**src/hdl/mpe_pkg.sv**
```systemverilog
package mpe_pkg;

	// Coordinate format defaults (Q4.28)
	localparam int COORD_WIDTH_DEF = 32;
	localparam int FRAC_BITS_DEF   = 28;

	// Multiplier slice width: one slice product per cycle
	localparam int CHUNK_W = 32;

	// Palette
	localparam int PALETTE_SIZE = 16;
	localparam int PAL_IDX_W    = $clog2(PALETTE_SIZE);

	// Field widths
	localparam int COL_W    = 12;
	localparam int ROW_W    = 12;
	localparam int CHAN_W   = 8;
	localparam int ITER_W   = 16;
	localparam int ORIGIN_W = 32;
	localparam int STEP_W   = 31;
	localparam int HEIGHT_W = 13;

	// Configuration port
	localparam int CFG_IDX_W  = 3;
	localparam int CFG_DATA_W = 32;
	typedef logic [CFG_IDX_W-1:0] cfg_idx_t;

	localparam cfg_idx_t CFG_ORIGIN_RE = 3'd0;
	localparam cfg_idx_t CFG_ORIGIN_IM = 3'd1;
	localparam cfg_idx_t CFG_STEP_RE   = 3'd2;
	localparam cfg_idx_t CFG_STEP_IM   = 3'd3;
	localparam cfg_idx_t CFG_HEIGHT    = 3'd4;
	localparam cfg_idx_t CFG_MAX_ITER  = 3'd5;

	localparam logic signed [ORIGIN_W-1:0] RST_ORIGIN_RE = -32'sd536870912;
	localparam logic signed [ORIGIN_W-1:0] RST_ORIGIN_IM = -32'sd268435456;
	localparam logic [STEP_W-1:0]          RST_STEP_RE   = 31'd786432;
	localparam logic [STEP_W-1:0]          RST_STEP_IM   = 31'd1048576;
	localparam logic [HEIGHT_W-1:0]        RST_HEIGHT    = 13'd512;
	localparam logic [ITER_W-1:0]          RST_MAX_ITER  = 16'd2000;

	typedef struct packed {
		logic [COL_W-1:0] column;
		logic [ROW_W-1:0] row;
	} pixel_t;

	typedef struct packed {
		logic [CHAN_W-1:0] red;
		logic [CHAN_W-1:0] green;
		logic [CHAN_W-1:0] blue;
		logic [ITER_W-1:0] iterations;
	} result_t;

	typedef struct packed {
		logic [CHAN_W-1:0] red;
		logic [CHAN_W-1:0] green;
		logic [CHAN_W-1:0] blue;
	} rgb_t;

	// Controller to datapath
	typedef struct packed {
		logic map_en;
		logic org_en;
		logic mul_en;
		logic rnd_en;
		logic upd_en;
		logic out_load;
	} cmd_t;

	// Datapath to controller
	typedef struct packed {
		logic zero_limit;
		logic mul_last;
		logic escaped;
		logic limit_hit;
	} dp_sts_t;

	function automatic rgb_t palette(input logic [PAL_IDX_W-1:0] idx);
		rgb_t c;
		case (idx)
			4'd0:    c = '{8'd66,  8'd30,  8'd15};
			4'd1:    c = '{8'd25,  8'd7,   8'd26};
			4'd2:    c = '{8'd9,   8'd1,   8'd47};
			4'd3:    c = '{8'd4,   8'd4,   8'd73};
			4'd4:    c = '{8'd0,   8'd7,   8'd100};
			4'd5:    c = '{8'd12,  8'd44,  8'd138};
			4'd6:    c = '{8'd24,  8'd82,  8'd177};
			4'd7:    c = '{8'd57,  8'd125, 8'd209};
			4'd8:    c = '{8'd134, 8'd181, 8'd229};
			4'd9:    c = '{8'd211, 8'd236, 8'd248};
			4'd10:   c = '{8'd241, 8'd233, 8'd191};
			4'd11:   c = '{8'd248, 8'd201, 8'd95};
			4'd12:   c = '{8'd255, 8'd170, 8'd0};
			4'd13:   c = '{8'd204, 8'd128, 8'd0};
			4'd14:   c = '{8'd153, 8'd87,  8'd0};
			4'd15:   c = '{8'd106, 8'd52,  8'd3};
			default: c = '{8'd66,  8'd30,  8'd15};
		endcase
		return c;
	endfunction

endpackage

```
**src/hdl/mpe_ctrl.sv**
```systemverilog
module mpe_ctrl import mpe_pkg::*; (
	input  logic    clk,
	input  logic    arst_n,
	input  logic    pixel_valid,
	output logic    pixel_ready,
	input  dp_sts_t dp_sts,
	input  logic    out_free,
	output cmd_t    cmd
);

	typedef enum logic [5:0] {
		S_IDLE = 6'b000001,
		S_ORG  = 6'b000010,
		S_MUL  = 6'b000100,
		S_RND  = 6'b001000,
		S_ADD  = 6'b010000,
		S_DONE = 6'b100000
	} state_t;

	state_t state_q, state_d;

	always_ff @(posedge clk or negedge arst_n) begin
		if (!arst_n) begin
			state_q <= S_IDLE;
		end else begin
			state_q <= state_d;
		end
	end

	always_comb begin
		cmd         = '0;
		pixel_ready = 1'b0;
		state_d     = state_q;
		case (state_q)
			S_IDLE: begin
				pixel_ready = 1'b1;
				if (pixel_valid) begin
					cmd.map_en = 1'b1;
					state_d    = S_ORG;
				end
			end
			S_ORG: begin
				cmd.org_en = 1'b1;
				state_d    = dp_sts.zero_limit ? S_DONE : S_MUL;
			end
			S_MUL: begin
				cmd.mul_en = 1'b1;
				if (dp_sts.mul_last) state_d = S_RND;
			end
			S_RND: begin
				cmd.rnd_en = 1'b1;
				state_d    = S_ADD;
			end
			S_ADD: begin
				if (dp_sts.escaped) begin
					state_d = S_DONE;
				end else begin
					cmd.upd_en = 1'b1;
					state_d    = dp_sts.limit_hit ? S_DONE : S_MUL;
				end
			end
			S_DONE: begin
				if (out_free) begin
					cmd.out_load = 1'b1;
					state_d      = S_IDLE;
				end
			end
			default: state_d = S_IDLE;
		endcase
	end

	a_accept_starts: assert property (@(posedge clk) disable iff (!arst_n)
		(pixel_valid && pixel_ready) |=> (state_q == S_ORG))
		else $error("accepted item did not start mapping");

	a_load_when_free: assert property (@(posedge clk) disable iff (!arst_n)
		cmd.out_load |-> out_free)
		else $error("result loaded over an untaken result");

	a_escape_ends: assert property (@(posedge clk) disable iff (!arst_n)
		(state_q == S_ADD && dp_sts.escaped) |=> (state_q == S_DONE && !cmd.upd_en))
		else $error("escaped point kept iterating");

endmodule

```
**config.mk**
```make
export PLATFORM = sky130hd
export DESIGN_NAME = mpe_ctrl
export DESIGN_NICKNAME = d
export VERILOG_FILES = /design/src/hdl/mpe_pkg.sv /design/src/hdl/mpe_ctrl.sv
export SDC_FILE = /design/constraint.sdc
export NUM_CORES = 1
export LEC_CHECK = 0
export ABC_AREA = 1
export BUFFER_PORTS_ARGS = -buffer_cell sky130_fd_sc_hd__buf_4
export CAP_MARGIN = 20
export CORE_AREA = 2 2 39 41
export CTS_BUF_LIST = sky130_fd_sc_hd__clkbuf_4
export DETAILED_ROUTE_END_ITERATION = 7
export DIE_AREA = 0 0 41 43
export GPL_TIMING_DRIVEN = 0
export PLACE_DENSITY_LB_ADDON = 0.1
export SETUP_SLACK_MARGIN = 0.3
export SLEW_MARGIN = 20
export SYNTH_ARGS = -nofsm -noshare
export SYNTH_HDL_FRONTEND = slang
export SYNTH_SLANG_ARGS = --single-unit
```
**constraint.sdc**
```tcl
create_clock -name clk -period 1.4 [get_ports clk]
set_input_delay 0.21 -clock clk [delete_from_list [all_inputs] [get_ports clk]]
set_output_delay 0.21 -clock clk [all_outputs]
set_load 0.01 [all_outputs]
```
==> flow_metrics.env, run 1 <==
export IMPL_worst_path_buf_inv=1
export IMPL_instances_no_fill=100
export IMPL_hpwlAfterDp_um=747
export IMPL_r2r_slack_ns=0.11
export IMPL_syn_to_final_growth_pct=67.6
export IMPL_cp_arrival_ns=1.41
export IMPL_fmax_mhz=616
export IMPL_netlist_instances=55
export IMPL_core_sq_um=1380
export IMPL_wire_per_inst_um=10.7
export IMPL_cts_tree="built"
export IMPL_track_usage=0.142
export IMPL_hold_class="input port to flip-flop"
export IMPL_antenna_found_initial=0
export IMPL_grt_max_degree=7
export IMPL_largest_reg_flops=6
export IMPL_worstMarginPinSlew_ns=0.187
export IMPL_seqPwrFrac=0.214
export IMPL_ys_ff_latch=6
export IMPL_path_cells="nor2_4 -> nand4_1 -> nand2_2 -> nor3_4 -> buf_6"
export IMPL_crit_type="flip-flop to primary output"
export IMPL_finalHoldViolCount=0
export IMPL_r2r_end="state_q[0]"
export IMPL_dieArea_sq_um=1760
export IMPL_violations="setup timing"
export IMPL_worst_setup_path_end_kind="primary output"
export IMPL_avgSynthCellArea_sq_um=8.08
export IMPL_synth_fp_nets=63
export IMPL_ant_nets=0
export IMPL_ioPinCount=15
export IMPL_start_kind="flip-flop"
export IMPL_clock_sink_count=6
export IMPL_clkLatencyLatePin_ns=0.26
export IMPL_min_period_over_period=1.16
export IMPL_first_pass_iters=4
export IMPL_wl_um=1070
export IMPL_port_buffers=14
export IMPL_clk_pin_slew_ns=0.05
export IMPL_yosysSeqAreaShare=0.341
export IMPL_drv_cap=0
export IMPL_slowest_stage="dfstp_2"
export IMPL_grt_pass1_wl_um=1610
export IMPL_globalplace_congestion=0.696
export IMPL_switchingPower_mw=0.582
export IMPL_placed_cells=85
export IMPL_first_iter_violations=11
export IMPL_reg_largest_list="state_q (6)"
export IMPL_rr_startpoint="state_q[0]"
export IMPL_setup_viol=6
export IMPL_fin_skew_ns=0.00776
export IMPL_route_detailed_drc=0
export IMPL_path_delay_family="flip-flops"
export IMPL_final_cell_area_sq_um=744
export IMPL_layout_setup_ws_ns=-0.224
export IMPL_htreeDepth=1
export IMPL_die_w_um=41
export IMPL_required_ns=1.19
export IMPL_root_buffer="clkbuf_4"
export IMPL_die_h_um=43
export IMPL_switching_share=0.417
export IMPL_path_max_fanout=6
export IMPL_regMostFlops="state_q"
export IMPL_yosys_cell_types_count=18
export IMPL_rows=14
export IMPL_ir_drop_uv=1100
export IMPL_slew_headroom=0.875
export IMPL_grt_pass1_vias=392
export IMPL_synth_area_sq_um=444
export IMPL_rsz0062_at_grt="true"
export IMPL_layout_min_cycle_time_ns=1.62
export IMPL_cellLeakagePower_nw=0.374
export IMPL_overflow=0
export IMPL_power_share_clock=0.147
export IMPL_intPower_mw=0.812
export IMPL_min_to="state_q[2]"
export IMPL_start_util=0.321
export IMPL_hp_start="dp_sts[3]"
export IMPL_clockBufferDepth=2
export IMPL_r2r_cells=8
export IMPL_viasPerCell=4.44
export IMPL_finalMaxSlewViolations=0
export IMPL_vias=444
export IMPL_ys_warn_count=0
export IMPL_combPwrFrac=0.639
export IMPL_hold_depth=2
export IMPL_nNetsFinal=93
export IMPL_pwr_density_cell_nw_per_um2=1870
export IMPL_cts_buffers=3
export IMPL_antenna_cells=0
export IMPL_critPathMaxStageDelay_ns=0.56
export IMPL_post_dp_cell_area_sq_um=581
export IMPL_drive_gt1_frac=0.583
export IMPL_status="finished with violations"
-- power groups by stage --
stage / clock (mW) / sequential, mW / combinational, mW
detailed placement: 0 / 0.298 / 0.644
finish: 0.205 / 0.298 / 0.891
global route: 0.219 / 0.303 / 0.969
floorplan: 0 / 0.291 / 0.481
global placement: 0 / 0.297 / 0.650
CTS: 0.208 / 0.299 / 0.797
-- cells in the final DEF, fill, tap and decap left out, types with 2 or more instances in the layout --
master / n
nor2_4: 5
buf_4: 19
dfrtp_1: 4
nand3_4: 2
nor2_2: 2
inv_2: 2
nand2_1: 3
o211ai_1: 2
nor2_1: 9
nand3_1: 3
clkbuf_4: 4
buf_6: 6
nand4_1: 3
inv_1: 9
nand2_2: 3
-- layer usage --
layer | vias up | wire length, um | track usage
li1 | 233 | - | -
met1 | 196 | 424 | 0.170
met2 | 13 | 552 | 0.200
met3 | 2 | 71 | 0.0524
met4 | 0 | 17 | 0.100
met5 | - | 0 | 0
-- worst max-delay path by stage --
stage	from	endpoint	slack, ns	cells past startpoint
CTS	state_q[0]	cmd[5]	-0.24	5
global placement	state_q[0]	cmd[5]	0.004	6
global route	state_q[0]	cmd[5]	-0.30	5
finish	state_q[0]	cmd[5]	-0.22	5
detailed placement	state_q[0]	cmd[5]	0.006	6
floorplan	state_q[0]	cmd[5]	0.15	4
-- cells by family (layout without fill, tap and decap cells) --
logic type / Yosys count / after routing / synth area share
simple gates: 34 / 34 / 0.504
compound gates: 3 / 3 / 0.0450
flops: 6 / 6 / 0.341
buf+inv: 12 / 41 / 0.110
-- final cells by class --
class                      count  area, sq um
fill                         141          639
inverter                      11         41.3
tap                           16         20.0
clock buffer                   4         30.0
multi-input combinational     37          280
sequential                     6          153
buffer                         1         7.51
timing repair buffer          25          213
-- synth_stat cells --
cell      number  area share
buf_4          1       0.017
nor2_8         1       0.045
nand3_1        4       0.045
inv_2          1      0.0084
nor3b_2        1       0.028
nor2_2         2       0.028
nor3_1         2       0.023
nand2_2        3       0.042
dfrtp_1        5        0.28
o211ai_1       2       0.034
nand3_4        1       0.039
a21oi_1        1       0.011
dfstp_2        1       0.059
nor2_4         4        0.10
nor2_1        10       0.085
inv_1         10       0.085
nand2_1        3       0.025
nand4_1        3       0.042
-- timing repair --
| action | in CTS | in global routing |
|---|---|---|
| setup endpoints to repair | 10 | 12 |
| hold buffers | 1 | 0 |
| resized for setup | 9 | 4 |
| buffers inserted | 4 | 6 |
| hold endpoints to repair | 6 | 0 |
| pin swaps | 4 | 8 |
-- metrics by stage --
| step | setup slack [ns] | hold slack, ns | power (mW) | TNS, ns | utilization |
|---|---|---|---|---|---|
| finish | -0.224 | 0.179 | 1.39 | -0.686 | 0.538 |
| global route | -0.298 | 0.195 | 1.49 | -1.12 | 0.538 |
| CTS | -0.238 | 0.180 | 1.31 | -0.797 | 0.491 |
| detailed placement | 0.00579 | 0.0264 | 0.942 | 0 | 0.420 |
| global placement | 0.00393 | 0.0256 | 0.947 | 0 | 0.420 |
| floorplan | 0.153 | -0.0856 | 0.773 | 0 | - |
No activity file was read; power rests on OpenSTA's default activity.
==> inputs of run 2 (changes only) <==
--- a/config.mk
+++ b/config.mk
@@ -8,5 +8,4 @@
 export ABC_AREA = 1
 export BUFFER_PORTS_ARGS = -buffer_cell sky130_fd_sc_hd__buf_4
-export CAP_MARGIN = 20
 export CORE_AREA = 2 2 39 41
 export CTS_BUF_LIST = sky130_fd_sc_hd__clkbuf_4
==> constraint.sdc (replaced) <==
create_clock -name clk -period 1.4 [get_ports clk]
set_input_delay 0 -clock clk [delete_from_list [all_inputs] [get_ports clk]]
set_output_delay 0 -clock clk [all_outputs]
set_load 0.01 [all_outputs]
==> run 2 against run 1 <==
Net effect:
- the flow still finishes with violations (setup timing)
- sequential share of layout area grew 1.4 points
- sequential power is essentially flat
- clock skew grew 0.0044 ns
- critical path type unchanged
- largest cell class unchanged
==> flow_metrics.env, run 2 (synthesis gave the netlist of run 1 again) <==
export IMPL_hold_class="input port to flip-flop"
export IMPL_final_cell_area_sq_um=696
export IMPL_nNetsFinal=90
export IMPL_cp_arrival_ns=1.41
export IMPL_first_iter_violations=12
export IMPL_required_ns=1.40
export IMPL_drv_cap=0
export IMPL_overflow=0
export IMPL_clkLatencyLatePin_ns=0.25
export IMPL_cts_buffers=3
export IMPL_crit_type="flip-flop to primary output"
export IMPL_vias=431
export IMPL_clockBufferDepth=2
export IMPL_die_w_um=41
export IMPL_layout_setup_ws_ns=-0.0120
export IMPL_port_buffers=14
export IMPL_ir_drop_uv=894
export IMPL_path_delay_family="simple AND/OR/NAND/NOR gates"
export IMPL_antenna_found_initial=0
export IMPL_root_buffer="clkbuf_4"
export IMPL_grt_pass1_vias=404
export IMPL_first_pass_iters=4
export IMPL_slowest_stage="dfrtp_1"
export IMPL_finalMaxSlewViolations=0
export IMPL_regMostFlops="state_q"
export IMPL_clock_sink_count=6
export IMPL_setup_viol=1
export IMPL_drive_gt1_frac=0.556
export IMPL_viasPerCell=4.44
export IMPL_track_usage=0.145
export IMPL_post_dp_cell_area_sq_um=569
export IMPL_status="finished with violations"
export IMPL_core_sq_um=1380
export IMPL_hpwlAfterDp_um=735
export IMPL_start_kind="flip-flop"
export IMPL_fillers=150
export IMPL_mostFrequentLayoutCells="buf_4 (17), inv_1 (9), nor2_1 (8)"
export IMPL_reg_largest_list="state_q (6)"
export IMPL_globalplace_congestion=0.671
export IMPL_layout_min_cycle_time_ns=1.41
export IMPL_largest_reg_flops=6
export IMPL_path_max_fanout=5
export IMPL_dieArea_sq_um=1760
export IMPL_fin_skew_ns=0.0122
export IMPL_route_detailed_drc=0
export IMPL_ioPinCount=15
export IMPL_worstMarginPinSlew_ns=0.188
export IMPL_violations="setup timing"
export IMPL_worst_path_buf_inv=1
export IMPL_r2r_slack_ns=0.05
export IMPL_syn_to_final_growth_pct=56.6
export IMPL_worst_setup_path_end_kind="primary output"
export IMPL_final_common_cell="buf_4"
export IMPL_clk_pin_slew_ns=0.06
export IMPL_finalHoldViolCount=0
export IMPL_die_h_um=43
export IMPL_wire_per_inst_um=10.5
export IMPL_slew_headroom=0.874
export IMPL_cts_tree="built"
export IMPL_fmax_mhz=708
export IMPL_cellLeakagePower_nw=0.350
export IMPL_pwr_density_cell_nw_per_um2=1830
export IMPL_antenna_cells=0
export IMPL_grt_pass1_wl_um=1660
export IMPL_rsz0062_at_grt="true"
export IMPL_min_period_over_period=1.01
export IMPL_start_util=0.321
export IMPL_grt_max_degree=7
export IMPL_ant_nets=0
export IMPL_rows=14
export IMPL_htreeDepth=1
export IMPL_setup_tns_ns=-0.0120
export IMPL_critPathMaxStageDelay_ns=0.42
export IMPL_power_total_mw=1.28
export IMPL_wl_um=1020
export IMPL_path_cells="nor2_4 -> nand4_1 -> nand2_2 -> nor3_2 -> buf_4"
run 2: per-layer routing:
layer  vias to the layer above  track usage  routed length (um)
met5                         -            0                   0
met4                         0        0.100                  14
met3                         2       0.0524                  58
met2                        13        0.206                 527
met1                       187        0.172                 420
li1                        229            -                   -
run 2: stage by stage:
step / instances / hold WS, ns / setup WS (ns) / utilization
after CTS: 96 / 0.0617 / -0.00278 / 0.485
after floorplan: 55 / -0.296 / 0.274 / -
after global placement: 85 / -0.184 / 0.230 / 0.411
after global routing: 97 / 0.106 / -0.0968 / 0.503
final: 97 / 0.0682 / -0.0120 / 0.503
after detailed placement: 85 / -0.184 / 0.227 / 0.411
run 2: worst register-to-register path: stages, from the launching register on:
cell and delay [ns]:
dfstp_2 0.56, inv_2 0.05, nor2_4 0.09, nand3_4 0.12
nor2_8 0.14, buf_6 0.10, buf_6 0.09, nor2_2 0.04
nand2_2 0.04, nand2_1 0.04
run 2: path summary, 6_finish.rpt:
check	start	end	cells past startpoint
hold / removal	dp_sts[0]	state_q[2]	4
setup reg to reg	state_q[0]	state_q[0]	9
hold reg to reg	state_q[5]	state_q[4]	3
setup / recovery	state_q[3]	cmd[5]	5
max in group asynchronous	arst_n	state_q[0]	2
min in group asynchronous	arst_n	state_q[2]	2
run 2: repair_timing:
action                                  in CTS  in global routing
endpoints found under the setup margin      10                 12
endpoints found under the hold margin        8                  0
setup buffers                                5                  1
hold buffers                                 2                  0
resized for setup                            5                  5
pin swaps                                    4                  4
run 2: area by class of cell:
type | count | area (sq um) | area share
tap | 16 | 20.0 | 0.0288
buffer | 1 | 7.51 | 0.0108
multi-input combinational | 37 | 259 | 0.372
timing repair buffer | 22 | 185 | 0.266
clock buffer | 4 | 30.0 | 0.0432
inverter | 11 | 41.3 | 0.0594
sequential | 6 | 153 | 0.219
run 2: where the power goes:
group | internal, mW | switching, mW
Clock | 0.128 | 0.0696
Sequential | 0.235 | 0.0634
Combinational | 0.387 | 0.393
Total | 0.750 | 0.526
