[src/hdl/mpe_pkg.sv]
package mpe_pkg;

	// Coordinate format defaults (Q4.28)
	localparam int COORD_WIDTH_DEF = 32;
	localparam int FRAC_BITS_DEF   = 28;

	// Multiplier slice width: one slice product per cycle
	localparam int CHUNK_W = 32;

	// Palette
	localparam int PALETTE_SIZE = 16;
	localparam int PAL_IDX_W    = $clog2(PALETTE_SIZE);

	// Field widths
	localparam int COL_W    = 12;
	localparam int ROW_W    = 12;
	localparam int CHAN_W   = 8;
	localparam int ITER_W   = 16;
	localparam int ORIGIN_W = 32;
	localparam int STEP_W   = 31;
	localparam int HEIGHT_W = 13;

	// Configuration port
	localparam int CFG_IDX_W  = 3;
	localparam int CFG_DATA_W = 32;
	typedef logic [CFG_IDX_W-1:0] cfg_idx_t;

	localparam cfg_idx_t CFG_ORIGIN_RE = 3'd0;
	localparam cfg_idx_t CFG_ORIGIN_IM = 3'd1;
	localparam cfg_idx_t CFG_STEP_RE   = 3'd2;
	localparam cfg_idx_t CFG_STEP_IM   = 3'd3;
	localparam cfg_idx_t CFG_HEIGHT    = 3'd4;
	localparam cfg_idx_t CFG_MAX_ITER  = 3'd5;

	localparam logic signed [ORIGIN_W-1:0] RST_ORIGIN_RE = -32'sd536870912;
	localparam logic signed [ORIGIN_W-1:0] RST_ORIGIN_IM = -32'sd268435456;
	localparam logic [STEP_W-1:0]          RST_STEP_RE   = 31'd786432;
	localparam logic [STEP_W-1:0]          RST_STEP_IM   = 31'd1048576;
	localparam logic [HEIGHT_W-1:0]        RST_HEIGHT    = 13'd512;
	localparam logic [ITER_W-1:0]          RST_MAX_ITER  = 16'd2000;

	typedef struct packed {
		logic [COL_W-1:0] column;
		logic [ROW_W-1:0] row;
	} pixel_t;

	typedef struct packed {
		logic [CHAN_W-1:0] red;
		logic [CHAN_W-1:0] green;
		logic [CHAN_W-1:0] blue;
		logic [ITER_W-1:0] iterations;
	} result_t;

	typedef struct packed {
		logic [CHAN_W-1:0] red;
		logic [CHAN_W-1:0] green;
		logic [CHAN_W-1:0] blue;
	} rgb_t;

	// Controller to datapath
	typedef struct packed {
		logic map_en;
		logic org_en;
		logic mul_en;
		logic rnd_en;
		logic upd_en;
		logic out_load;
	} cmd_t;

	// Datapath to controller
	typedef struct packed {
		logic zero_limit;
		logic mul_last;
		logic escaped;
		logic limit_hit;
	} dp_sts_t;

	function automatic rgb_t palette(input logic [PAL_IDX_W-1:0] idx);
		rgb_t c;
		case (idx)
			4'd0:    c = '{8'd66,  8'd30,  8'd15};
			4'd1:    c = '{8'd25,  8'd7,   8'd26};
			4'd2:    c = '{8'd9,   8'd1,   8'd47};
			4'd3:    c = '{8'd4,   8'd4,   8'd73};
			4'd4:    c = '{8'd0,   8'd7,   8'd100};
			4'd5:    c = '{8'd12,  8'd44,  8'd138};
			4'd6:    c = '{8'd24,  8'd82,  8'd177};
			4'd7:    c = '{8'd57,  8'd125, 8'd209};
			4'd8:    c = '{8'd134, 8'd181, 8'd229};
			4'd9:    c = '{8'd211, 8'd236, 8'd248};
			4'd10:   c = '{8'd241, 8'd233, 8'd191};
			4'd11:   c = '{8'd248, 8'd201, 8'd95};
			4'd12:   c = '{8'd255, 8'd170, 8'd0};
			4'd13:   c = '{8'd204, 8'd128, 8'd0};
			4'd14:   c = '{8'd153, 8'd87,  8'd0};
			4'd15:   c = '{8'd106, 8'd52,  8'd3};
			default: c = '{8'd66,  8'd30,  8'd15};
		endcase
		return c;
	endfunction

endpackage

[src/hdl/mpe_out.sv]
module mpe_out import mpe_pkg::*; (
	input  logic              clk,
	input  logic              arst_n,
	input  logic              load,
	input  logic [ITER_W-1:0] iterations,
	output logic              result_valid,
	input  logic              result_ready,
	output result_t           result,
	output logic              free
);

	logic    valid_q;
	result_t res_q;
	rgb_t    rgb;

	assign rgb = palette(iterations[PAL_IDX_W-1:0]);

	always_ff @(posedge clk or negedge arst_n) begin
		if (!arst_n) begin
			valid_q <= 1'b0;
		end else if (load) begin
			valid_q <= 1'b1;
		end else if (result_ready) begin
			valid_q <= 1'b0;
		end
	end

	always_ff @(posedge clk) begin
		if (load) begin
			res_q <= '{rgb.red, rgb.green, rgb.blue, iterations};
		end
	end

	assign free         = !valid_q || result_ready;
	assign result_valid = valid_q;
	assign result       = res_q;

endmodule

[config.mk]
export PLATFORM = sky130hd
export DESIGN_NAME = mpe_out
export DESIGN_NICKNAME = d
export VERILOG_FILES = /design/src/hdl/mpe_pkg.sv /design/src/hdl/mpe_out.sv
export SDC_FILE = /design/constraint.sdc
export NUM_CORES = 1
export LEC_CHECK = 0
export ABC_AREA = 1
export BUFFER_PORTS_ARGS = -buffer_cell sky130_fd_sc_hd__buf_4
export CELL_PAD_IN_SITES_DETAIL_PLACEMENT = 1
export CELL_PAD_IN_SITES_GLOBAL_PLACEMENT = 2
export CORE_MARGIN = 8
export CORE_UTILIZATION = 28
export DETAILED_ROUTE_END_ITERATION = 8
export MAX_ROUTING_LAYER = met4
export PLACE_DENSITY = 0.78
export SYNTH_ARGS = -nofsm -noshare
export SYNTH_HDL_FRONTEND = slang
export SYNTH_SLANG_ARGS = --single-unit
[constraint.sdc]
create_clock -name clk -period 0.8 [get_ports clk]
set_input_delay 0.08 -clock clk [delete_from_list [all_inputs] [get_ports clk]]
set_output_delay 0.08 -clock clk [all_outputs]
set_load 0.05 [all_outputs]
==> impl_metrics.json, run 1 <==
{
  "status": "finished, violations left",
  "violations": "setup timing",
  "cp_cell_sequence": "nand2_4 > buf_8",
  "worst_setup_path_end_kind": "output port",
  "vdd_drop_max_mv": 0.950,
  "nets": 294,
  "core-area_um2": 6310,
  "synth.top_cell.area_share_pct": 65.8,
  "crit_family": "flip-flops",
  "track_usage_pct": 11.8,
  "fin_crit_ns": 1.00,
  "total_power_mw": 6.22,
  "antenna_left": 0,
  "synth_area_leaders": "edfxtp_1 (66%), nand2_1 (10%), nand3_1 (6.6%)",
  "required_ns": 0.72,
  "synth_cells": 154,
  "fin_tns_setup_ns": -5.97,
  "diodes": 0,
  "final_cell_mix": "buf_4 (48), buf_6 (41), edfxtp_1 (40)",
  "max_freq_mhz": 997,
  "worst_pin_slew_ns": 0.230,
  "maxCapViolations": 0,
  "htreeDepth": 2,
  "synth_nets": 183,
  "grt_pass1_wl_um": 8950,
  "drt_wl_total_um": 5400,
  "grt_max_degree": 18,
  "worstSetupStartpointType": "flop",
  "ys_seq_area_share_pct": 67.2,
  "p_leak_nw": 1.46,
  "vias": 1535,
  "port-buffer-count": 61,
  "synth_area_leader_cell": "edfxtp_1",
  "clk_pin_slew_ns": 0.07,
  "firstDrtPassIters": 4,
  "finalSetupViolCount": 50,
  "worst-path-buf-inv": 1,
  "root_buffer": "clkbuf_8",
  "layout-drive-gt1-share_pct": 54.5,
  "drt_iter0_drc": 44,
  "finClkSkew_ns": 0,
  "critPathMaxFanout": 2,
  "rsz0062_at_grt": "true",
  "fin_crit_sh_pct": 125,
  "area_delta_synth_final_pct": 79.8,
  "vias_per_cell": 4.48,
  "initial_core_util_pct": 28.9,
  "fp-row-count": 29,
  "io_pins": 62,
  "slowest_stage": "dfrtp_2",
  "clk_latency_ns": 0.29,
  "ys_ff_latch": 41,
  "grt-ovfl-total": 0,
  "clk_path_buf_depth": 2,
  "antenna_found_initial": 0,
  "numCtsBuffers": 5,
  "yosysUniqueCellTypes": 16,
  "placed_area_um2": 2590,
  "min_path_type": "input pin to asynchronous set/reset pin",
  "die_h_um": 96.7,
  "die_w_um": 96.7,
  "drc": 0,
  "cts_sinks": 41,
  "gp_congestion": 0.855,
  "layout_setup_ws_ns": -0.203,
  "slew_violations": 0,
  "arrival_ns": 0.92,
  "final_area_um2": 3280,
  "grt_pass1_vias": 1723,
  "hold_violations": 0,
  "cts_tree": "done",
  "dieArea_um2": 9350,
  "relSlewSlack_pct": 84.6,
  "syn_area_um2": 1820,
  "yosysWarnings": 0,
  "p_per_area_nw_per_um2": 1900,
  "critical_path.max_stage_delay_ns": 0.42,
  "place.detailed.hpwl_um": 3790,
  "criticalPathCategory": "flop to output port",
  "mostFrequentLayoutCell": "buf_4",
  "dp_slack_ns": -0.390,
  "wl_per_cell_um": 15.7,
  "synth.avg_cell_area_um2": 11.8
}
-- power breakdown --
part | internal [mW] | switching [mW]
Combinational | 0.752 | 1.16
Sequential | 2.59 | 0.0925
Clock | 0.918 | 0.708
Total | 4.26 | 1.96
-- registers in the layout, indices dropped and copies added (netlist names) --
name and cells:
result_valid 1, result 40
-- cell families (layout without fill, tap and decap cells) --
logic type / after synthesis / count (layout) / share of synthesized area [%]
adders and majority gates: 9 / 9 / 6.17
and+or+nand+nor: 82 / 82 / 19.0
DFF: 41 / 41 / 67.2
buffers and inverters: 16 / 128 / 5.83
AOI/OAI and AO/OA: 6 / 6 / 1.78
-- per-layer routing --
layer | share of wire [%] | global-route usage [%] | vias up
met5 | 0 | - | -
met4 | 1.1 | 3.55 | 0
met3 | 5.1 | 3.63 | 8
met2 | 49 | 18.5 | 51
met1 | 45 | 14.2 | 732
li1 | - | - | 744
-- cell type report --
cell class	instances	area [um^2]
Clock buffer	5	68.8
Clock inverter	3	41.3
Fill cell	660	3030
Inverter	10	52.6
Multi-Input combinational cell	97	696
Sequential cell	41	1230
Tap cell	77	96.3
Timing Repair Buffer	110	1100
-- worst register-to-register path: stages (launching register included) --
cell	delay [ns]
dfrtp_2	0.42
nand2_4	0.07
buf_4	0.10
nand2_1	0.04
-- cells in the mapped netlist (all sizes together) --
cell type,number
ha,9
edfxtp,40
nor2,6
a21oi,1
a21boi,1
inv,10
o21ai,4
nand2,51
dfrtp,1
buf,6
nand3,25
-- through the flow --
stage	std cells	hold WS (ns)	utilization, %
after global placement	315	-0.145	41.1
after detailed placement	315	-0.144	41.1
final	343	0.0940	51.9
after global routing	343	0.0892	51.9
after CTS	342	0.0753	49.9
after floorplan	154	-0.216	-
-- repair_timing --
action | CTS | global route
buffers inserted | 6 | 3
resized for setup | 70 | 24
endpoints found under the hold margin | 13 | 0
endpoints found under the setup margin | 53 | 59
hold buffers | 13 | 0
pin swaps | 10 | 10
-- worst paths after layout --
kind,endpoint,slack (ns),from,cells past startpoint
setup reg to reg,result_valid,0.07,result_valid,3
hold / removal,result_valid,0.09,arst_n,2
min in group clk,result[3],0.10,iterations[3],1
hold reg to reg,result_valid,0.64,result_valid,3
setup / recovery,free,-0.20,result_valid,2
max in group asynchronous,result_valid,0.62,arst_n,2
Power figures use the tool's default switching activity.
==> run 2: changes to the inputs <==
- CORE_UTILIZATION: 28 -> 29
- CTS_BUF_LIST: not set -> sky130_fd_sc_hd__clkbuf_4
- PLACE_DENSITY: 0.78 -> 0.8
==> run 2 against run 1 <==
Effect of this change:
- the flow still finishes with violations (setup timing)
- worst hold slack lost 0.052 ns
- combinational power shrank 5%
- sequential cell count is the same
- non-clock buffer count shrank 11
- maximum frequency shrank 6.3%
- clock skew is the same
- sequential share of layout area grew 2.4 points
- critical path depth is the same
- worst setup slack lost 0.067 ns
- design area shrank 6.0%
- largest cell class unchanged
==> impl_metrics.json, run 2 (same netlist as run 1, synthesis figures left out) <==
{
  "status": "finished, violations left",
  "violations": "setup timing",
  "drt_wl_total_um": 5330,
  "clk_path_buf_depth": 2,
  "drc": 0,
  "worst_r2r_startpoint": "result_valid",
  "placed_area_um2": 2530,
  "vias_per_cell": 4.48,
  "p_leak_nw": 1.36,
  "grt_max_degree": 24,
  "critPathLaunch": "result_valid",
  "firstDrtPassIters": 4,
  "finClkSkew_ns": 0,
  "gp_congestion": 0.821,
  "die_h_um": 95.3,
  "p_per_area_nw_per_um2": 1900,
  "numCtsBuffers": 5,
  "dp_slack_ns": -0.441,
  "final_area_um2": 3080,
  "htreeDepth": 2,
  "min_path_type": "input pin to asynchronous set/reset pin",
  "grt_pass1_vias": 1609,
  "layout_setup_ws_ns": -0.270,
  "total_power_mw": 5.85,
  "clk_latency_ns": 0.34,
  "grt-ovfl-total": 0,
  "finalSetupViolCount": 49,
  "track_usage_pct": 11.9,
  "hold_violations": 0,
  "initial_core_util_pct": 29.4,
  "clk_pin_slew_ns": 0.11,
  "mostFrequentLayoutCell": "buf_6",
  "instances_no_fill": 333,
  "maxCapViolations": 0,
  "worst_pin_slew_ns": 0.392,
  "place.detailed.hpwl_um": 3740,
  "root_buffer": "clkbuf_4",
  "largest_reg_flops": 40,
  "cts_sinks": 41,
  "final_cell_mix": "buf_6 (41), nand2_1 (40), edfxtp_1 (40)",
  "fp-row-count": 29,
  "core-area_um2": 6200,
  "worstSetupStartpointType": "flop",
  "layout-drive-gt1-share_pct": 47.8,
  "cts_tree": "done",
  "rsz0062_at_grt": "true",
  "drt_iter0_drc": 69,
  "worst_setup_path_end_kind": "output port",
  "r2r_setup_slack_ns": 0.06,
  "grt_pass1_wl_um": 8130,
  "criticalPathCategory": "flop to output port",
  "fin_crit_sh_pct": 134,
  "required_ns": 0.72,
  "nets": 283,
  "die_w_um": 95.3,
  "antenna_found_initial": 0,
  "worst_hold_slack_ns": 0.0415,
  "arrival_ns": 0.99,
  "dieArea_um2": 9080,
  "slew_violations": 0,
  "io_pins": 62,
  "antenna_left": 0,
  "fin_crit_ns": 1.07,
  "vdd_drop_max_mv": 0.744,
  "port-buffer-count": 61,
  "wl_per_cell_um": 16.0,
  "dp.cells": 308,
  "area_delta_synth_final_pct": 69.0,
  "vias": 1493,
  "relSlewSlack_pct": 73.8,
  "critPathMaxFanout": 2,
  "max_freq_mhz": 935
}
## run 2: final timing paths
kind | end | depth (start not counted)
max in group asynchronous | result_valid | 2
min in group clk | result_valid | 5
min | result_valid | 2
max reg2reg | result_valid | 3
max | free | 2
min reg2reg | result_valid | 3
## run 2: area by class of cell
cell class / instances / area (um^2)
inverters: 10 / 52.6
multi-input cells: 97 / 639
clock buffers: 6 / 45.0
diodes: 1 / 2.50
flip-flops and latches: 41 / 1230
fillers: 650 / 3120
repair buffers: 99 / 985
well taps: 77 / 96.3
clock inverters: 2 / 35.0
## run 2: stage by stage
step / utilization (%) / setup TNS (ns)
floorplan: - / -1.65
global placement: 40.8 / -7.08
detailed placement: 40.8 / -7.36
CTS: 47.1 / -9.38
global route: 49.6 / -10.69
finish: 49.7 / -8.42
## run 2: where the power goes
part	internal (mW)	total [mW]	switching (mW)
registers	2.59	2.68	0.0902
logic	0.692	1.82	1.13
clock network	0.690	1.35	0.665
total	3.97	5.85	1.88
## run 2: worst max-delay path: stages, from the launching register on
cell and delay [ns]:
dfrtp_2 0.44, nand2_4 0.07, buf_8 0.14
## run 2: routing by layer
metal | GRT usage, % | wire length, um | up-vias
met2 | 19.7 | 2550 | 56
met1 | 14.1 | 2320 | 700
met4 | 2.73 | 51 | 0
met5 | - | 0 | -
met3 | 3.23 | 415 | 7
li1 | - | - | 730
## run 2: what timing repair did
action                                 4_1_cts  5_1_grt
buffers inserted                             1        1
gates cloned                                 0        0
endpoints found under the hold margin       14        0
resized for setup                           45       33
pin swaps                                    1        6
hold buffers                                14        0
setup endpoints to repair                   46       51
==> run 3: changes to the inputs <==
- REMOVE_ABC_BUFFERS: not set -> 1
==> run 3 against run 2 <==
Effect of this change:
- the flow still finishes with violations (setup timing)
- wire length shrank 3.1%
- combinational power down 3%
- die area unchanged
- power fell by 6.6%
- largest power group unchanged
==> impl_metrics.json, run 3 (same netlist as run 1, synthesis figures left out) <==
{
  "status": "finished, violations left",
  "violations": "setup timing",
  "drt_wl_total_um": 5170,
  "fillers": 665,
  "p_sw_mw": 1.88,
  "cts_tree": "done",
  "die_w_um": 95.3,
  "diodes": 0,
  "maxCapViolations": 0,
  "numCtsBuffers": 5,
  "cts_sinks": 41,
  "track_usage_pct": 12.3,
  "worstSetupStartpointType": "flop",
  "drc": 0,
  "antenna_left": 0,
  "swShare_pct": 34.3,
  "hold_violations": 0,
  "drt_iter0_drc": 44,
  "p_per_area_nw_per_um2": 1850,
  "clkPwrFrac_pct": 18.8,
  "htreeDepth": 2,
  "critPathMaxFanout": 2,
  "final_area_um2": 2960,
  "finalSetupViolCount": 42,
  "grt_pass1_vias": 1678,
  "area_delta_synth_final_pct": 62.1,
  "worst_setup_path_end_kind": "output port",
  "largest_reg_flops": 40,
  "wl_per_cell_um": 15.4,
  "relSlewSlack_pct": 88.2,
  "dieArea_um2": 9080,
  "grt_max_degree": 19,
  "worst_pin_slew_ns": 0.177,
  "worst_hold_slack_ns": 0.0244,
  "firstDrtPassIters": 5,
  "antenna_found_initial": 0,
  "min_path_type": "input pin to asynchronous set/reset pin",
  "slew_violations": 0,
  "die_h_um": 95.3,
  "criticalPathCategory": "flop to output port",
  "fp-row-count": 29,
  "clk_pin_slew_ns": 0.12,
  "clk_path_buf_depth": 2,
  "arrival_ns": 1.00,
  "finClkSkew_ns": 0,
  "port-buffer-count": 61,
  "vias_per_cell": 4.43,
  "register_area_um2": 1230,
  "multi_input_area_um2": 524,
  "combPwrFrac_pct": 32.2,
  "nets": 286,
  "vdd_drop_max_mv": 0.883,
  "fin_crit_ns": 1.08,
  "rsz0062_at_grt": "true",
  "clk_latency_ns": 0.35,
  "gp_congestion": 0.872,
  "io_pins": 62,
  "vias": 1484,
  "final_cell_mix": "nand2_1 (46), buf_4 (43), buf_6 (41)",
  "place.detailed.hpwl_um": 3880,
  "root_buffer": "clkbuf_4",
  "grt-ovfl-total": 0,
  "grt_pass1_wl_um": 8300,
  "p_int_mw": 3.59,
  "layout_setup_ws_ns": -0.276,
  "core-area_um2": 6200,
  "required_ns": 0.72,
  "p_leak_nw": 1.31,
  "initial_core_util_pct": 29.4,
  "mostFrequentLayoutCell": "nand2_1",
  "fin_crit_sh_pct": 135,
  "layout-drive-gt1-share_pct": 43.4,
  "max_freq_mhz": 929,
  "pwr-share-seq_pct": 48.9,
  "placed_area_um2": 2550
}
run 3: area by class of cell:
cell class	count	share of cell area, %
inverters	10	1.69
well taps	77	3.26
multi-input cells	97	17.7
repair buffers	102	34.0
clock inverters	3	0.592
flip-flops and latches	41	41.5
clock buffers	5	1.27
run 3: final timing paths:
check	cells after the start	slack, ns	from	end
setup / recovery	2	-0.28	result_valid	free
hold / removal	2	0.02	arst_n	result_valid
setup reg to reg	3	0.06	result_valid	result_valid
hold reg to reg	3	0.66	result_valid	result_valid
max in group asynchronous	2	0.70	arst_n	result_valid
min in group clk	2	0.06	iterations[0]	result[0]
run 3: worst max-delay path, cell delays in order, from the launching register on:
cell and delay, ns:
dfrtp_1 0.41, nand2_2 0.09, buf_8 0.15
run 3: what timing repair did:
action                     4_1_cts  5_1_grt
buffers inserted                 1        1
hold buffers                    13        0
setup endpoints to repair       43       50
pin swaps                        1        3
gates resized for setup         44       14
hold endpoints to repair        13        0
run 3: power by group through the flow:
stage / logic (mW) / registers, mW / clock network [mW]
after floorplan: 0.217 / 3.37 / 0
after global placement: 1.55 / 2.68 / 0
after detailed placement: 1.57 / 2.69 / 0
after CTS: 1.75 / 2.68 / 1.06
after global routing: 1.86 / 2.70 / 1.16
final: 1.76 / 2.68 / 1.03
run 3: stage by stage:
stage	setup TNS (ns)	power, mW	setup slack [ns]	std cells	utilization, %
floorplan	-2.45	3.59	-0.442	148	-
global placement	-6.91	4.23	-0.415	312	41.1
detailed placement	-7.19	4.26	-0.393	312	41.1
CTS	-9.31	5.49	-0.275	334	46.8
global route	-10.59	5.72	-0.331	335	47.7
finish	-8.59	5.47	-0.276	335	47.7
run 3: routing by layer:
layer	part of all wire, %	routed length (um)	vias up	global-route usage, %
li1	-	-	731	-
met1	43	2210	694	13.7
met2	49	2510	50	21.1
met3	7.5	389	9	3.07
met4	1.2	60	0	4.03
met5	0	0	-	-
